<file path="config.mk">
export PLATFORM = sky130hd
export DESIGN_NAME = pidl_cell
export DESIGN_NICKNAME = d
export VERILOG_FILES = /design/src/hdl/pidl_pkg.sv /design/src/hdl/pidl_cell.sv
export SDC_FILE = /design/constraint.sdc
export NUM_CORES = 1
export LEC_CHECK = 0
export ABC_CLOCK_PERIOD_IN_PS = 2400
export BUFFER_PORTS_ARGS = -buffer_cell sky130_fd_sc_hd__buf_2
export CORE_UTILIZATION = 35
export DETAILED_ROUTE_END_ITERATION = 10
export PLACE_DENSITY_LB_ADDON = 0.05
export SLEW_MARGIN = 25
export SYNTH_ARGS = -nofsm -noshare
export SYNTH_HDL_FRONTEND = slang
export SYNTH_SLANG_ARGS = --single-unit
export TNS_END_PERCENT = 10
</file>
<file path="constraint.sdc">
create_clock -name clk_i -period 2.4 [get_ports clk_i]
set_clock_uncertainty 0.15 [all_clocks]
set_input_delay 0.48 -clock clk_i [delete_from_list [all_inputs] [get_ports clk_i]]
set_output_delay 0.48 -clock clk_i [all_outputs]
set_load 0.02 [all_outputs]
</file>
<file path="src/hdl/pidl_pkg.sv">
`default_nettype none
package pidl_pkg;

  // list geometry
  localparam int unsigned CAPACITY = 64;
  localparam int unsigned IDX_W    = $clog2(CAPACITY);
  localparam int unsigned CNT_W    = $clog2(CAPACITY + 1);
  localparam int unsigned DATA_W   = 32;
  localparam int unsigned POS_W    = 6;
  localparam int unsigned CNT_O_W  = 7;

  // operation codes
  localparam logic [1:0] MODE_INSERT = 2'd0;
  localparam logic [1:0] MODE_DELETE = 2'd1;
  localparam logic [1:0] MODE_READ   = 2'd2;

  // result status codes
  localparam logic [1:0] ST_OK    = 2'd0;
  localparam logic [1:0] ST_FULL  = 2'd1;
  localparam logic [1:0] ST_RANGE = 2'd2;

  // control broadcast to every cell of the chain
  typedef struct packed {
    logic              ins;    // shift up from position, load value there
    logic              del;    // shift down from position
    logic [IDX_W-1:0]  pos;    // target position (insert already clipped to count)
    logic [IDX_W-1:0]  rd_pos; // position whose entry is read out
    logic [DATA_W-1:0] value;  // value to insert
  } cell_ctrl_t;

endpackage
`default_nettype wire

</file>
<file path="src/hdl/pidl_cell.sv">
`default_nettype none
module pidl_cell
  import pidl_pkg::*;
(
  input  wire logic              clk_i,
  input  wire logic [IDX_W-1:0]  cell_idx_i,
  input  wire cell_ctrl_t        ctrl_i,
  input  wire logic [DATA_W-1:0] prev_data_i,
  input  wire logic [DATA_W-1:0] next_data_i,
  output logic      [DATA_W-1:0] data_o,
  output logic      [DATA_W-1:0] rd_data_o
);

  logic [DATA_W-1:0] data_q;
  logic [DATA_W-1:0] data_d;

  // pick the new entry: neighbor below, neighbor above, new value or hold
  always_comb begin
    data_d = data_q;
    if (ctrl_i.ins) begin
      if (cell_idx_i > ctrl_i.pos) begin
        data_d = prev_data_i;
      end else if (cell_idx_i == ctrl_i.pos) begin
        data_d = ctrl_i.value;
      end
    end else if (ctrl_i.del) begin
      if (cell_idx_i >= ctrl_i.pos) begin
        data_d = next_data_i;
      end
    end
  end

  // entry storage, no reset needed
  always_ff @(posedge clk_i) begin
    data_q <= data_d;
  end

  assign data_o    = data_q;
  // drive the read bus only when addressed
  assign rd_data_o = (cell_idx_i == ctrl_i.rd_pos) ? data_q : '0;

endmodule
`default_nettype wire

</file>
==> results.toml <==
[timing]
setup_tns_ns = 0
hold_viol_final = 0
slew_violations = 0
worst_slew_pin_slew_ns = 0.3368
fin_crit_ns = 2.216
grt_setup_unrepaired = "false"
final-setup-viol-count = 0
max-slew-margin-rel_pct = 77.55
fmax_ghz = 0.4514
post-route-period-util_pct = 92.31
hold_ws_ns = 0.3882

[detailed_routing]
dr.pass1.iters = 4
route.vias.total = 2159
post_drt_via_cell_ratio = 4.808
ant_nets = 0
drcViolationCount = 0
routed_wirelength_um = 6056
wl_per_cell_um = 13.49
drt_iter0_markers = 41

[logic_synthesis]
yosys_warnings = 0
mappedNetlistArea_um2 = 2121
synth_cell_types = 29
syn_nets = 308
synthTopCellsByArea = "edfxtp_1 45%, o221a_1 16%, and2_1 9.4%"
synth.top_cell.area_share_pct = 45.31
netlist.top_cell.by_area = "edfxtp_1"
synth_seq_cells = 32
syn_area_per_cell_um2 = 11.46
netlist_instances = 185
ys_seq_area_share_pct = 45.31

[layout]
largest_reg_flops = 32
mostFrequentLayoutCells = "180 x buf_2, 32 x and2_1, 32 x edfxtp_1, 31 x or2_2, 30 x o221a_1"
num_antenna_cells = 0
nets = 499
syn_to_final_growth_pct = 55.87
final_common_cell = "buf_2"
drive_gt1_share_pct = 63.93

[grt]
antenna_found_initial = 0
grt_pass1_wl_um = 9246
grt_start_max_net_pins = 32
grt_remaining_overflow = 0
grtUsageTotal_pct = 19.10
grt_pass1_vias = 2017

[placement]
dp_hpwl_um = 4979
io_buffers = 180
gp_congestion = 0.7513

[floorplan]
dieHeight_um = 79.84
die_w_um = 79.84
coreArea_um2 = 5675
std_cell_rows = 27
die_area_um2 = 6374
ios = 181
start_util_pct = 37.37

[power_and_ir_drop]
ir_worst_vdd_uv = 263.2
power_leakage_nw = 1.630
p_total_mw = 1.838
power.density_nw_per_um2 = 556.1

[worst_setup_path]
worst_setup_path_end_kind = "output port"
crit_chain = "buf_2 -> buf_4 -> xor2_1 -> nor3_2 -> buf_4 -> and2_1 -> buf_2"
max_stage_delay_ns = 0.22
critPathLaunchType = "input pin"
crit_slowest_cell = "buf_4"
crit_type = "input pin to output port"
cp.required_ns = 1.77
worstPathArrival_ns = 1.59
crit_fanout = 15

[clock_network]
numCtsBuffers = 5
clock-root-buffer = "clkbuf_8"
clk_pin_slew_ns = 0.07
clock-sinks = 32
cts_tree = "yes"
cts.repair.resized = 0
cts.path.max_buffers = 2
ctsHoldBuffers = 0
h-tree-depth = 2
postCtsSetupRepairBufs = 0

[job]
drv_cap = 0

[min_path]
min_from = "ctrl_i[0]"
hold_end = "data_o[0]$_DFFE_PP_"
hold_class = "input pin to flop"
hold_depth = 2

[run_status]
status = "finished clean"
kinds of logic after synthesis:
family / count (synthesis) / synth area share, %
adder cells (fa/ha/maj): 6 / 3.540
flip-flops: 32 / 45.31
buffers and inverters: 21 / 4.955
AO/OA/AOI/OAI: 44 / 21.42
XOR/XNOR: 6 / 2.478
AND/OR/NAND/NOR: 76 / 22.30
worst max-delay path by stage:
stage | start | to | depth (start not counted)
CTS | cell_idx_i[5] | rd_data_o[2] | 7
finish | cell_idx_i[3] | rd_data_o[1] | 7
global route | ctrl_i[37] | rd_data_o[30] | 7
floorplan | ctrl_i[43] | data_o[0]$_DFFE_PP_ | 7
detailed placement | cell_idx_i[5] | data_o[11]$_DFFE_PP_ | 6
global placement | cell_idx_i[5] | data_o[31]$_DFFE_PP_ | 6
synthesized netlist by cell type:
cell type	n
and2_1	32
edfxtp_1	32
or2_2	31
o221a_1	30
inv_1	9
clkbuf_1	6
ha_1	6
a21oi_1	5
xnor2_1	4
buf_2	3
buf_6	3
nor3_1	3
nand2_1	2
nand2b_1	2
o21a_1	2
xor2_1	2
a211o_4	1
a31oi_1	1
and3_1	1
and3b_1	1
nand4_1	1
nand4_2	1
nor2_1	1
nor2b_1	1
o21ai_0	1
o21bai_4	1
o221a_2	1
o32ai_1	1
o41ai_1	1
power by group:
part	leakage (nW)	internal, mW	switching, mW
Sequential	0.309	0.732	0.0373
Clock	0.0552	0.308	0.193
Combinational	1.27	0.264	0.304
Total	1.63	1.30	0.534
worst max-delay path, delay by kind of cell:
family / cells / cell delay (ns)
simple gates: 2 / 0.35
buf+inv: 4 / 0.62
xor+xnor: 1 / 0.14
area by class of cell:
| type | instances | area, um^2 |
|---|---|---|
| clock inverters | 2 | 35.03 |
| fillers | 515 | 2370 |
| clock buffers | 6 | 72.57 |
| multi-input cells | 132 | 1067 |
| inverters | 9 | 33.78 |
| repair buffers | 196 | 1046 |
| well taps | 72 | 90.09 |
| flip-flops and latches | 32 | 960.9 |
per-stage QoR:
stage / worst slack (ns) / area (um^2) / utilization (%) / instances
after floorplan: 0.1411 / 2122 / - / 185
after global placement: -0.01736 / 3198 / 56.35 / 441
after detailed placement: -0.03943 / 3198 / 56.35 / 441
after CTS: 0.1543 / 3306 / 58.25 / 449
after global routing: 0.08015 / 3306 / 58.25 / 449
final: 0.1845 / 3306 / 58.25 / 449
per-layer routing:
metal,vias to the layer above,global-route usage [%],wire length [um]
met4,0,5.893,57
li1,1075,-,-
met1,964,20.77,2367
met3,4,5.257,509
met2,116,35.56,3122
met5,-,0,0
(Power assumes the default switching activity.)
